[src/rtl/icd_pkg.sv]
// Package for the interlace comb detector: widths, register codes, job and state types.
// No dependencies; the top, icd_front, icd_queue and icd_back use it.
`timescale 1ns / 1ps
package icd_pkg;

  localparam int MAX_ROW_BYTES = 8192;
  localparam int ADDR_W        = $clog2(MAX_ROW_BYTES);
  localparam int COL_W         = 14;
  localparam int ROW_W         = 13;
  localparam int CNT_W         = 25;
  localparam int SUM_W         = CNT_W + 1;
  localparam int AREA_W        = COL_W + ROW_W;
  localparam int NUM_W         = SUM_W + 10;
  localparam int SCORE_W       = 10;
  localparam int QDEPTH        = 4;
  localparam int QPTR_W        = $clog2(QDEPTH);
  localparam int QCNT_W        = QPTR_W + 1;

  localparam logic [CNT_W-1:0]   CNT_MAX     = {CNT_W{1'b1}};
  localparam logic [ROW_W-1:0]   ROW_SAT     = ROW_W'(4096);
  localparam logic [SCORE_W-1:0] SCORE_MAX   = SCORE_W'(1000);

  localparam logic [COL_W-1:0]   ROW_BYTES_RST    = COL_W'(720);
  localparam logic [ROW_W-1:0]   ROW_COUNT_RST    = ROW_W'(576);
  localparam logic [7:0]         LUMA_EQ_RST      = 8'd10;
  localparam logic [7:0]         LUMA_DF_RST      = 8'd30;
  localparam logic [SCORE_W-1:0] LUMA_LIM_RST     = SCORE_W'(9);
  localparam logic [7:0]         CHROMA_EQ_RST    = 8'd5;
  localparam logic [7:0]         CHROMA_DF_RST    = 8'd15;
  localparam logic [SCORE_W-1:0] CHROMA_LIM_RST   = SCORE_W'(4);

  typedef enum logic [3:0] {
    REG_ROW_BYTES   = 4'd0,
    REG_ROW_COUNT   = 4'd1,
    REG_LUMA_EQ     = 4'd2,
    REG_LUMA_DF     = 4'd3,
    REG_LUMA_LIM    = 4'd4,
    REG_CHROMA_EQ   = 4'd5,
    REG_CHROMA_DF   = 4'd6,
    REG_CHROMA_LIM  = 4'd7
  } cfg_reg_t;

  typedef struct packed {
    logic [CNT_W-1:0]   first;
    logic [CNT_W-1:0]   second;
    logic [AREA_W-1:0]  area;
    logic [SCORE_W-1:0] lim;
    logic               fend;
  } job_t;

  typedef enum logic [1:0] {
    BK_IDLE,
    BK_MUL,
    BK_DIV,
    BK_OUT
  } back_state_t;

  function automatic logic [7:0] absdiff(input logic [7:0] x, input logic [7:0] y);
    absdiff = (x > y) ? (x - y) : (y - x);
  endfunction

endpackage

[src/rtl/icd_queue.sv]
// Small FIFO of plane jobs between the front and the back of the comb detector.
// Depends on icd_pkg.
`timescale 1ns / 1ps
module icd_queue (
  input  logic                       clk,
  input  logic                       rst_n,
  input  logic                       push,
  input  icd_pkg::job_t              push_job,
  input  logic                       pop,
  output logic                       not_empty,
  output icd_pkg::job_t              head,
  output logic [icd_pkg::QCNT_W-1:0] count
);
  icd_pkg::job_t               ent_r [icd_pkg::QDEPTH];
  logic [icd_pkg::QPTR_W-1:0]  wp_r, rp_r;
  logic [icd_pkg::QCNT_W-1:0]  cnt_r;

  assign not_empty = (cnt_r != '0);
  assign head      = ent_r[rp_r];
  assign count     = cnt_r;

  always_ff @(posedge clk) begin
    if (!rst_n) begin
      wp_r  <= '0;
      rp_r  <= '0;
      cnt_r <= '0;
    end else begin
      if (push) wp_r <= wp_r + icd_pkg::QPTR_W'(1);
      if (pop)  rp_r <= rp_r + icd_pkg::QPTR_W'(1);
      cnt_r <= cnt_r + icd_pkg::QCNT_W'(push) - icd_pkg::QCNT_W'(pop);
    end
  end

  always_ff @(posedge clk) begin
    if (push) ent_r[wp_r] <= push_job;
  end
endmodule

[config.mk]
export PLATFORM = sky130hd
export DESIGN_NAME = icd_queue
export DESIGN_NICKNAME = d
export VERILOG_FILES = /design/src/rtl/icd_pkg.sv /design/src/rtl/icd_queue.sv
export SDC_FILE = /design/constraint.sdc
export NUM_CORES = 1
export LEC_CHECK = 0
export BUFFER_PORTS_ARGS = -buffer_cell sky130_fd_sc_hd__buf_2
export CORE_UTILIZATION = 51
export CTS_CLUSTER_SIZE = 8
export DETAILED_ROUTE_END_ITERATION = 12
export GPL_ROUTABILITY_DRIVEN = 0
export GPL_TIMING_DRIVEN = 0
export HOLD_SLACK_MARGIN = 0.02
export MAX_ROUTING_LAYER = met4
export PLACE_DENSITY = 0.8
export SYNTH_ARGS = -nofsm -noshare
export SYNTH_HDL_FRONTEND = slang
export SYNTH_SLANG_ARGS = --single-unit
[constraint.sdc]
create_clock -name clk -period 3.2 [get_ports clk]
set_clock_uncertainty 0.2 [all_clocks]
set_input_delay 0.64 -clock clk [delete_from_list [all_inputs] [get_ports clk]]
set_output_delay 0.64 -clock clk [all_outputs]
set_load 0.1 [all_outputs]
==> results.sh <==
export IMPL_drive_gt1_frac=0.473
export IMPL_max_freq_mhz=329
export IMPL_path_class="flop to output pin"
export IMPL_wl_per_cell_um=22.9
export IMPL_grt_setup_unrepaired="no"
export IMPL_insertion_delay_ns=0.53
export IMPL_relSlewSlack=0.589
export IMPL_cts_tree="done"
export IMPL_synth_ff_latch_count=361
export IMPL_hold_viol_final=0
export IMPL_drv_cap=0
export IMPL_die_height_um=162
export IMPL_die_area_um2=26400
export IMPL_layout_commonest_cell="edfxtp_1"
export IMPL_synth_top_cell_area_share=0.805
export IMPL_grt_busiest_layer="met2"
export IMPL_via_count=6014
export IMPL_clkTransAtPathRegs_ns=0.05
export IMPL_syn_to_final_growth_pct=22.1
export IMPL_leakagePower_nw=5.49
export IMPL_crit_fanout=10
export IMPL_totalWireLength_um=24800
export IMPL_power_density_nw_per_um2=775
export IMPL_met2_usage=0.334
export IMPL_initial_core_util=0.521
export IMPL_num_rows=58
export IMPL_required_ns=2.36
export IMPL_ctsHoldBuffers=0
export IMPL_grt_pass1_wl_um=37000
export IMPL_avgSynthCellArea_um2=26.2
export IMPL_endpoint_kind="output pin"
export IMPL_drc=0
export IMPL_seq_area_frac_synth=0.819
export IMPL_n_fill_cell=1605
export IMPL_p_total_mw=12.4
export IMPL_core_um2=25200
export IMPL_die_w_um=162
export IMPL_grt_pass1_vias=6553
export IMPL_fin_crit_ns=3.04
export IMPL_setup_ws_ns=0.158
export IMPL_hpwl_um=15100
export IMPL_slew_viol_final=0
export IMPL_dr_pass1_iters=4
export IMPL_ir_drop_uv=570
export IMPL_grt_max_degree=59
export IMPL_viasPerCell=5.55
export IMPL_tightest_slew_ns=0.617
export IMPL_utilization=0.636
export IMPL_synth_area_um2=13100
export IMPL_final_setup_viol_count=0
export IMPL_finalCritPeriodShare=0.951
export IMPL_pre_cts_slack_ns=0.391
export IMPL_synth_distinct_cells=20
export IMPL_ys_top_cells_by_area="edfxtp_1 (81%), mux4_2 (15%), dfxtp_1 (1.4%)"
export IMPL_ctsLongestPathBuffers=3
export IMPL_cts_sinks=361
export IMPL_cts_htree_levels=2
export IMPL_cts_setup_buffers=0
export IMPL_setup_tns_ns=0
export IMPL_port_buffers=183
export IMPL_final_cell_mix="edfxtp_1 (352), buf_2 (164), mux4_2 (88), clkbuf_16 (52), buf_4 (19)"
export IMPL_antenna_found_initial=3
export IMPL_drt_iter0_drc=429
export IMPL_grt_use_met3=0.0448
export IMPL_syn_inst=502
export IMPL_pin_count=184
export IMPL_gr_usage_met1=0.239
export IMPL_root_buffer="clkbuf_16"
export IMPL_yosys_area_top_type="edfxtp_1"
export IMPL_cts_resized_gates=25
export IMPL_hp_class="input port to flop"
export IMPL_layout_nets=841
export IMPL_ant_nets=0
export IMPL_start_kind="flop"
export IMPL_grt_total_usage=0.198
export IMPL_arrival_ns=2.20
export IMPL_overflow=0
export IMPL_cts_made_buffers=51
export IMPL_synth_nets=601
export IMPL_status="completed"
export IMPL_yosys_warnings=0
## worst paths after layout
kind           startpoint  slack, ns  depth (start not counted)           end
max                  flop       0.16                          5      head[80]
min          push_job[53]       0.12                          1  ent_r[0][53]
max reg2reg       wp_r[0]       1.11                          4  ent_r[2][71]
min reg2reg       rp_r[1]       0.34                          2       rp_r[1]
## per-layer routing
layer,share of wire,vias up,wire length [µm]
li1,-,2631,-
met1,0.39,3126,9640
met2,0.52,218,13000
met3,0.068,39,1690
met4,0.018,0,445
met5,0,-,0
## critical path, cell delays in order, from the launching register on
cell and delay, ns:
dfxtp_1 0.29, buf_2 0.25, buf_4 0.25, clkbuf_4 0.26, mux4_2 0.31, clkbuf_4 0.29
## report_power, final
part / switching [mW] / internal, mW / total, mW
registers: 0.0606 / 5.45 / 5.51
clock network: 1.74 / 2.86 / 4.60
logic: 1.79 / 0.509 / 2.30
## synthesized netlist by cell type (all sizes together)
library cell,instances
ha,6
inv,7
a21bo,1
a21oi,1
buf,14
dfxtp,9
nand3b,1
fa,1
nor2,5
xor3,1
or3,1
clkbuf,6
and2,6
mux2i,1
edfxtp,352
xnor2,2
mux4,88
## state kept, by name, indices dropped and copies added (netlist names), named ones only
name   count
ent_r    352
count      3
wp_r       2
rp_r       2
## area by class of cell
| cell class | instances | area (µm²) | area share |
|---|---|---|---|
| flip-flops and latches | 361 | 10800 | 0.671 |
| multi-input cells | 114 | 2220 | 0.139 |
| clock buffers | 59 | 1330 | 0.0828 |
| repair buffers | 187 | 1080 | 0.0671 |
| well taps | 330 | 413 | 0.0258 |
| plain buffers | 20 | 169 | 0.0105 |
| clock inverters | 3 | 33.8 | 0.00211 |
| inverters | 7 | 26.3 | 0.00164 |
| diodes | 3 | 7.51 | 0.000468 |
## cells by family (layout without fill, tap and decap cells)
logic type / count (synthesis) / after routing / synth area share
multiplexers: 89 / 89 / 0.152
other: 0 / 3 / 0
XOR/XNOR: 3 / 3 / 0.00314
adder cells (fa/ha/maj): 7 / 7 / 0.00724
AND/OR/NAND/NOR: 13 / 13 / 0.00534
flip-flops: 361 / 361 / 0.819
AO/OA/AOI/OAI: 2 / 2 / 0.00114
buffers and inverters: 27 / 276 / 0.0126
## stage by stage
stage          hold WS, ns  instances  cell area [µm²]
2_1_floorplan        0.299        502            13100
3_3_place_gp         0.314       1015            14500
5_1_grt             0.0986       1084            16000
3_5_place_dp         0.334       1019            14600
6_report             0.120       1084            16000
4_1_cts             0.0935       1081            16000
Power figures use the tool's default switching activity.
