<file path="config.mk">
export PLATFORM = sky130hd
export DESIGN_NAME = icd_back_flat
export DESIGN_NICKNAME = d
export VERILOG_FILES = /design/src/rtl/icd_pkg.sv /design/src/rtl/icd_out_if.sv /design/src/rtl/icd_back.sv /design/src/flat_wrapper.sv
export SDC_FILE = /design/constraint.sdc
export NUM_CORES = 1
export LEC_CHECK = 0
export BUFFER_PORTS_ARGS = -buffer_cell sky130_fd_sc_hd__buf_2
export CAP_MARGIN = 30
export CORE_MARGIN = 4
export CORE_UTILIZATION = 52
export CTS_CLUSTER_DIAMETER = 60
export DETAILED_ROUTE_END_ITERATION = 8
export HOLD_SLACK_MARGIN = 0.05
export MAX_ROUTING_LAYER = met4
export PLACE_DENSITY = 0.7
export SYNTH_ARGS = -nofsm -noshare
export SYNTH_HDL_FRONTEND = slang
export SYNTH_SLANG_ARGS = --single-unit
</file>
<file path="constraint.sdc">
create_clock -name clk -period 11.4 [get_ports clk]
set_clock_uncertainty 0.1 [all_clocks]
set_input_delay 0.57 -clock clk [delete_from_list [all_inputs] [get_ports clk]]
set_output_delay 0.57 -clock clk [all_outputs]
set_load 0.03 [all_outputs]
</file>
<file path="src/rtl/icd_pkg.sv">
// Package for the interlace comb detector: widths, register codes, job and state types.
// No dependencies; the top, icd_front, icd_queue and icd_back use it.
`timescale 1ns / 1ps
package icd_pkg;

  localparam int MAX_ROW_BYTES = 8192;
  localparam int ADDR_W        = $clog2(MAX_ROW_BYTES);
  localparam int COL_W         = 14;
  localparam int ROW_W         = 13;
  localparam int CNT_W         = 25;
  localparam int SUM_W         = CNT_W + 1;
  localparam int AREA_W        = COL_W + ROW_W;
  localparam int NUM_W         = SUM_W + 10;
  localparam int SCORE_W       = 10;
  localparam int QDEPTH        = 4;
  localparam int QPTR_W        = $clog2(QDEPTH);
  localparam int QCNT_W        = QPTR_W + 1;

  localparam logic [CNT_W-1:0]   CNT_MAX     = {CNT_W{1'b1}};
  localparam logic [ROW_W-1:0]   ROW_SAT     = ROW_W'(4096);
  localparam logic [SCORE_W-1:0] SCORE_MAX   = SCORE_W'(1000);

  localparam logic [COL_W-1:0]   ROW_BYTES_RST    = COL_W'(720);
  localparam logic [ROW_W-1:0]   ROW_COUNT_RST    = ROW_W'(576);
  localparam logic [7:0]         LUMA_EQ_RST      = 8'd10;
  localparam logic [7:0]         LUMA_DF_RST      = 8'd30;
  localparam logic [SCORE_W-1:0] LUMA_LIM_RST     = SCORE_W'(9);
  localparam logic [7:0]         CHROMA_EQ_RST    = 8'd5;
  localparam logic [7:0]         CHROMA_DF_RST    = 8'd15;
  localparam logic [SCORE_W-1:0] CHROMA_LIM_RST   = SCORE_W'(4);

  typedef enum logic [3:0] {
    REG_ROW_BYTES   = 4'd0,
    REG_ROW_COUNT   = 4'd1,
    REG_LUMA_EQ     = 4'd2,
    REG_LUMA_DF     = 4'd3,
    REG_LUMA_LIM    = 4'd4,
    REG_CHROMA_EQ   = 4'd5,
    REG_CHROMA_DF   = 4'd6,
    REG_CHROMA_LIM  = 4'd7
  } cfg_reg_t;

  typedef struct packed {
    logic [CNT_W-1:0]   first;
    logic [CNT_W-1:0]   second;
    logic [AREA_W-1:0]  area;
    logic [SCORE_W-1:0] lim;
    logic               fend;
  } job_t;

  typedef enum logic [1:0] {
    BK_IDLE,
    BK_MUL,
    BK_DIV,
    BK_OUT
  } back_state_t;

  function automatic logic [7:0] absdiff(input logic [7:0] x, input logic [7:0] y);
    absdiff = (x > y) ? (x - y) : (y - x);
  endfunction

endpackage

</file>
<file path="src/rtl/icd_out_if.sv">
// Result channel of the comb detector (valid/ready plus result fields).
// Depends on nothing.
`timescale 1ns / 1ps
interface icd_out_if;
  logic        valid;
  logic        ready;
  logic [24:0] first_comb_count;
  logic [24:0] second_comb_count;
  logic [9:0]  score;
  logic        plane_interlaced;
  logic        frame_interlaced;
  logic        frame_done;
  modport source(output valid, first_comb_count, second_comb_count, score,
                 plane_interlaced, frame_interlaced, frame_done, input ready);
  modport sink(input valid, first_comb_count, second_comb_count, score,
               plane_interlaced, frame_interlaced, frame_done, output ready);
endinterface

</file>
<file path="src/rtl/icd_back.sv">
// Back of the comb detector: per-mille score by restoring division, flags, result register.
// Depends on icd_pkg and icd_out_if; takes jobs from icd_queue.
`timescale 1ns / 1ps
module icd_back (
  input  logic          clk,
  input  logic          rst_n,
  input  logic          q_valid,
  input  icd_pkg::job_t q_head,
  output logic          q_pop,
  icd_out_if.source     out_ch
);
  icd_pkg::back_state_t         state_r, state_nxt;
  icd_pkg::job_t                job_r;
  logic [icd_pkg::NUM_W-1:0]    num_r;
  logic [icd_pkg::AREA_W-1:0]   rem_r;
  logic [5:0]                   cnt_r;
  logic                         any_r;
  logic [icd_pkg::AREA_W:0]     rem_sh;
  logic                         qbit;
  logic [icd_pkg::NUM_W-1:0]    quot;
  logic [icd_pkg::SCORE_W-1:0]  score;
  logic                         flag;
  logic [icd_pkg::SUM_W-1:0]    sum;

  always_comb begin
    state_nxt = state_r;
    q_pop     = 1'b0;
    sum    = icd_pkg::SUM_W'(job_r.first) + icd_pkg::SUM_W'(job_r.second);
    rem_sh = {rem_r, num_r[icd_pkg::NUM_W-1]};
    qbit   = rem_sh >= {1'b0, job_r.area};
    quot   = {num_r[icd_pkg::NUM_W-2:0], qbit};
    if (job_r.area == '0) begin
      score = '0;
    end else if (quot > icd_pkg::NUM_W'(icd_pkg::SCORE_MAX)) begin
      score = icd_pkg::SCORE_MAX;
    end else begin
      score = quot[icd_pkg::SCORE_W-1:0];
    end
    flag = score > job_r.lim;
    unique case (state_r)
      icd_pkg::BK_IDLE: begin
        if (q_valid) begin
          q_pop     = 1'b1;
          state_nxt = icd_pkg::BK_MUL;
        end
      end
      icd_pkg::BK_MUL: state_nxt = icd_pkg::BK_DIV;
      icd_pkg::BK_DIV: begin
        if (cnt_r == 6'(icd_pkg::NUM_W - 1)) state_nxt = icd_pkg::BK_OUT;
      end
      icd_pkg::BK_OUT: begin
        if (out_ch.ready) state_nxt = icd_pkg::BK_IDLE;
      end
      default: state_nxt = icd_pkg::BK_IDLE;
    endcase
  end

  assign out_ch.valid = (state_r == icd_pkg::BK_OUT);

  always_ff @(posedge clk) begin
    if (!rst_n) begin
      state_r <= icd_pkg::BK_IDLE;
      any_r   <= 1'b0;
    end else begin
      state_r <= state_nxt;
      if (state_r == icd_pkg::BK_DIV && cnt_r == 6'(icd_pkg::NUM_W - 1)) begin
        any_r <= job_r.fend ? 1'b0 : (any_r | flag);
      end
    end
  end

  always_ff @(posedge clk) begin
    if (q_pop) job_r <= q_head;
    if (state_r == icd_pkg::BK_MUL) begin
      num_r <= icd_pkg::NUM_W'(sum) * icd_pkg::NUM_W'(1000);
      rem_r <= '0;
      cnt_r <= '0;
    end
    if (state_r == icd_pkg::BK_DIV) begin
      num_r <= quot;
      rem_r <= qbit ? icd_pkg::AREA_W'(rem_sh - {1'b0, job_r.area})
                    : rem_sh[icd_pkg::AREA_W-1:0];
      cnt_r <= cnt_r + 6'd1;
      if (cnt_r == 6'(icd_pkg::NUM_W - 1)) begin
        out_ch.first_comb_count  <= job_r.first;
        out_ch.second_comb_count <= job_r.second;
        out_ch.score             <= score;
        out_ch.plane_interlaced  <= flag;
        out_ch.frame_interlaced  <= any_r | flag;
        out_ch.frame_done        <= job_r.fend;
      end
    end
  end
endmodule
</file>
<file path="src/flat_wrapper.sv">
// flat-port wrapper written by rule: the top's interface ports become plain ports
module icd_back_flat 
  (clk, rst_n, q_valid, q_head, q_pop, out_ch_valid, out_ch_first_comb_count, out_ch_second_comb_count, out_ch_score, out_ch_plane_interlaced, out_ch_frame_interlaced, out_ch_frame_done, out_ch_ready);
  icd_out_if out_ch_i ();
  input  logic clk;
  input  logic rst_n;
  input  logic q_valid;
  input  icd_pkg::job_t q_head;
  output logic q_pop;
  output wire logic [$bits(out_ch_i.valid)-1:0] out_ch_valid;
  output wire logic [$bits(out_ch_i.first_comb_count)-1:0] out_ch_first_comb_count;
  output wire logic [$bits(out_ch_i.second_comb_count)-1:0] out_ch_second_comb_count;
  output wire logic [$bits(out_ch_i.score)-1:0] out_ch_score;
  output wire logic [$bits(out_ch_i.plane_interlaced)-1:0] out_ch_plane_interlaced;
  output wire logic [$bits(out_ch_i.frame_interlaced)-1:0] out_ch_frame_interlaced;
  output wire logic [$bits(out_ch_i.frame_done)-1:0] out_ch_frame_done;
  input wire logic [$bits(out_ch_i.ready)-1:0] out_ch_ready;
  assign out_ch_valid = out_ch_i.valid;
  assign out_ch_first_comb_count = out_ch_i.first_comb_count;
  assign out_ch_second_comb_count = out_ch_i.second_comb_count;
  assign out_ch_score = out_ch_i.score;
  assign out_ch_plane_interlaced = out_ch_i.plane_interlaced;
  assign out_ch_frame_interlaced = out_ch_i.frame_interlaced;
  assign out_ch_frame_done = out_ch_i.frame_done;
  assign out_ch_i.ready = out_ch_ready;
  icd_back u_core (.clk(clk), .rst_n(rst_n), .q_valid(q_valid), .q_head(q_head), .q_pop(q_pop), .out_ch(out_ch_i));
endmodule
</file>
==> run metrics <==
critical-path cell list ha_1 -> fa_1 -> a211oi_1 -> o21ba_1 -> o21ba_4 -> o21bai_1 -> a21oi_1 -> xnor2_1 -> inv_1 -> fa_1 -> fa_1 -> fa_1 -> fa_1 -> inv_1 -> ha_1 -> a211o_1 -> a221oi_2 -> o21a_1 -> nand2_1 -> a2111oi_1 -> o21ai_0 -> a31oi_1 -> xor2_1 -> o21ai_0; first-pass GRT wire length between 40 and 50 mm; Syn Inst Count around 1300; antenna cells 0; slowest stage cell, crit path fa_1; dpl hpwl about 22 mm; met3 wire length 1.27 mm; Cell Rows 62; worst r2r src u_core.job_r[38]; ANT nets after route 0; #FFs+latches synth approximately 220; post-CTS setup buffers 0; Tot GR Track Use between 10% and 20%; Max Transition Viols Final 0; DR top layer met4; Netlist Area Pre-Place 15100 um^2; Mapped Nets 1605; outcome completed; async set-reset flop share out of synthesis 0%; CP max stage delay between 500 and 600 ps; WL met2 ~14 mm; vias 10100; Final Wtd Congestion roughly 0.87; vias in the first global route ~10000; Initial DRC Count 576; synth unique cells 79; Layout area overhead 14.5%; Worst-Margin Slew 839 ps; initial antenna violation count 0; R2R Path End u_core.num_r[33]; largest cells by area after synthesis edfxtp_1 44%, fa_1 11%, ha_1 11%; Mean Syn Cell Area between 10 and 15 um^2; Final Non-Filler Cells 1878; number of port buffers about 160; die width 178 um; Post-Route M1 WL between 10 and 15 mm; reg2reg path depth 24; Startpoint Class flop; I/O Pins between 150 and 200; number of synthesized flops with an enable pin 220; worst skew pair latency approximately 550 ps; Max FO, Critical Path 7; Worst Hold Endpoint u_core.job_r[10]; Sink Count 223; TritonCTS buffer count 28; via/cell ratio approximately 5.4; DR WL/cell between 15 and 20 um; Min-Delay Path Class in2reg; Req. time, crit path 11580 ps; top_reg_cell synth edfxtp_1; DRC violations left 0; Final nets approximately 1800; min-delay src q_head[10]; largest net degree at the start of global routing 73; RSZ-0062 raised after global routing false; Critical Path AT 7500 ps; maximum clock rate approximately 140 MHz; TritonCTS clock tree done; Clock Tree Buf Depth 3; Slew HR between 40% and 50%; die height 178 um; die area 31800 um^2; worst hold path depth 1; WL final between 20 and 30 mm; crit end category flop; Worst-path clk slew ~60 ps; Setup TNS 0 ps; min Tclk post-route 7320 ps; Synthesis Warnings 0; Max-Cap Viols 0; Placed Cells around 1800; register area share after synthesis 44.1%; area share of the largest cell type after synthesis 43.7%; Root Buffer clkbuf_16; PostCTS Resize Cnt 0; starting density of the core 52.6%; cell taking the most area after synthesis edfxtp_1; Hold Buf Count CTS 0; Reg2Reg Setup Slack 4080 ps; Setup Viol. Count Final 0; fill count 2385; H-tree depth 1; endpoints failing hold 0; drt first pass iters 5; period utilization between 60 and 70%; core area approximately 29000 um^2; CP Class reg2reg; gr ovfl total 0; layout cells sized above 1 16.6%; cell mode on critical path fa_1
## cell families after synthesis
| group | share of synthesized area (%) |
|---|---|
| mux | 1.48 |
| simple gates | 8.26 |
| compound gates | 12.6 |
| flops | 44.1 |
| buf+inv | 5.11 |
| fa+ha+maj | 22.3 |
| xor+xnor | 6.10 |
## cell usage after synthesis, types with 3 or more instances
| cell type | n |
|---|---|
| o2111ai_1 | 3 |
| a211oi_1 | 12 |
| a21o_1 | 37 |
| xnor2_1 | 62 |
| o21ai_1 | 4 |
| a21oi_1 | 72 |
| and2_1 | 8 |
| nand2_1 | 79 |
| o31ai_1 | 3 |
| nand3b_1 | 4 |
| inv_1 | 179 |
| fa_1 | 84 |
| a211oi_2 | 4 |
| nor3b_1 | 3 |
| nand3_1 | 18 |
| nor2_1 | 68 |
| nor4_1 | 15 |
| nor3_1 | 12 |
| mux2i_1 | 19 |
| o211ai_1 | 6 |
| nand2b_1 | 7 |
| clkbuf_1 | 13 |
| xor2_1 | 24 |
| buf_6 | 3 |
| or2_2 | 3 |
| edfxtp_1 | 220 |
| mux2_2 | 3 |
| xnor2_2 | 6 |
| and3_1 | 11 |
| nor4b_1 | 3 |
| a221o_1 | 3 |
| nand4_1 | 8 |
| dfxtp_1 | 3 |
| nor2b_1 | 8 |
| maj3_1 | 5 |
| ha_1 | 131 |
| o21bai_1 | 15 |
| a31oi_1 | 9 |
| o22ai_1 | 6 |
| and4_1 | 3 |
| o21ai_0 | 63 |
| o21a_1 | 13 |
## sequential cells by signal, indices dropped and copies added (netlist names), 2 cells and up
register                         cells
u_core.cnt_r                         6
u_core.job_r                        88
u_core.num_r                        36
u_core.out_ch.first_comb_count      25
u_core.out_ch.score                 10
u_core.out_ch.second_comb_count     25
u_core.rem_r                        27
u_core.state_r                       2
## cell usage in the layout, fill, tap and decap left out, drive strengths merged, types with 27 or more instances in the layout
master    n
o21ai    69
nor2     69
fa       84
ha      131
xnor2    68
a21o     39
edfxtp  220
buf     162
clkbuf   31
a21oi    73
nand2    80
xor2     27
inv     184
## per-stage QoR
stage | cell area, um^2 | hold slack (ps) | setup slack, ps | utilization [%]
floorplan | 15100 | 326 | 4740 | -
global placement | 16300 | 336 | 4220 | 56.9
detailed placement | 16300 | 339 | 4080 | 56.9
CTS | 17300 | 58.4 | 4050 | 60.3
global route | 17300 | 57.1 | 3540 | 60.3
finish | 17300 | 86.0 | 4080 | 60.3
## worst max path at each step
stage | from | end | slack, ps | cells after the start
after floorplan | u_core.job_r[38] | u_core.num_r[33] | 4740 | 24
after global placement | u_core.job_r[38] | u_core.num_r[33] | 4220 | 24
after detailed placement | u_core.job_r[38] | u_core.num_r[33] | 4080 | 24
after CTS | u_core.job_r[38] | u_core.num_r[33] | 4050 | 24
after global routing | u_core.job_r[38] | u_core.num_r[33] | 3540 | 25
final | u_core.job_r[38] | u_core.num_r[33] | 4080 | 24
## per-layer routing
metal  track usage, %  up-vias
met1             25.3     4836
met3             2.99       53
met4             4.89        0
li1                 -     4951
met2             30.4      224
met5                -        -
## final cells by class
| cell class | instances | area [um^2] | area share, % |
|---|---|---|---|
| inverters | 181 | 682 | 3.94 |
| clock inverters | 21 | 260 | 1.50 |
| well taps | 384 | 480 | 2.78 |
| flip-flops and latches | 223 | 6670 | 38.5 |
| repair buffers | 162 | 826 | 4.77 |
| clock buffers | 31 | 712 | 4.11 |
| multi-input cells | 876 | 7680 | 44.4 |
## worst max-delay path, delay by kind of cell (launching register included)
family | cells | cell delay (ps)
adders and majority gates | 7 | 3060
AOI/OAI and AO/OA | 12 | 2670
buffers and inverters | 2 | 190
DFF | 1 | 390
xor gates and xnor gates | 2 | 520
and+or+nand+nor | 1 | 110
Power is not shown: default switching activity piles up to over one toggle a cycle in this logic, so the estimate is an artifact.
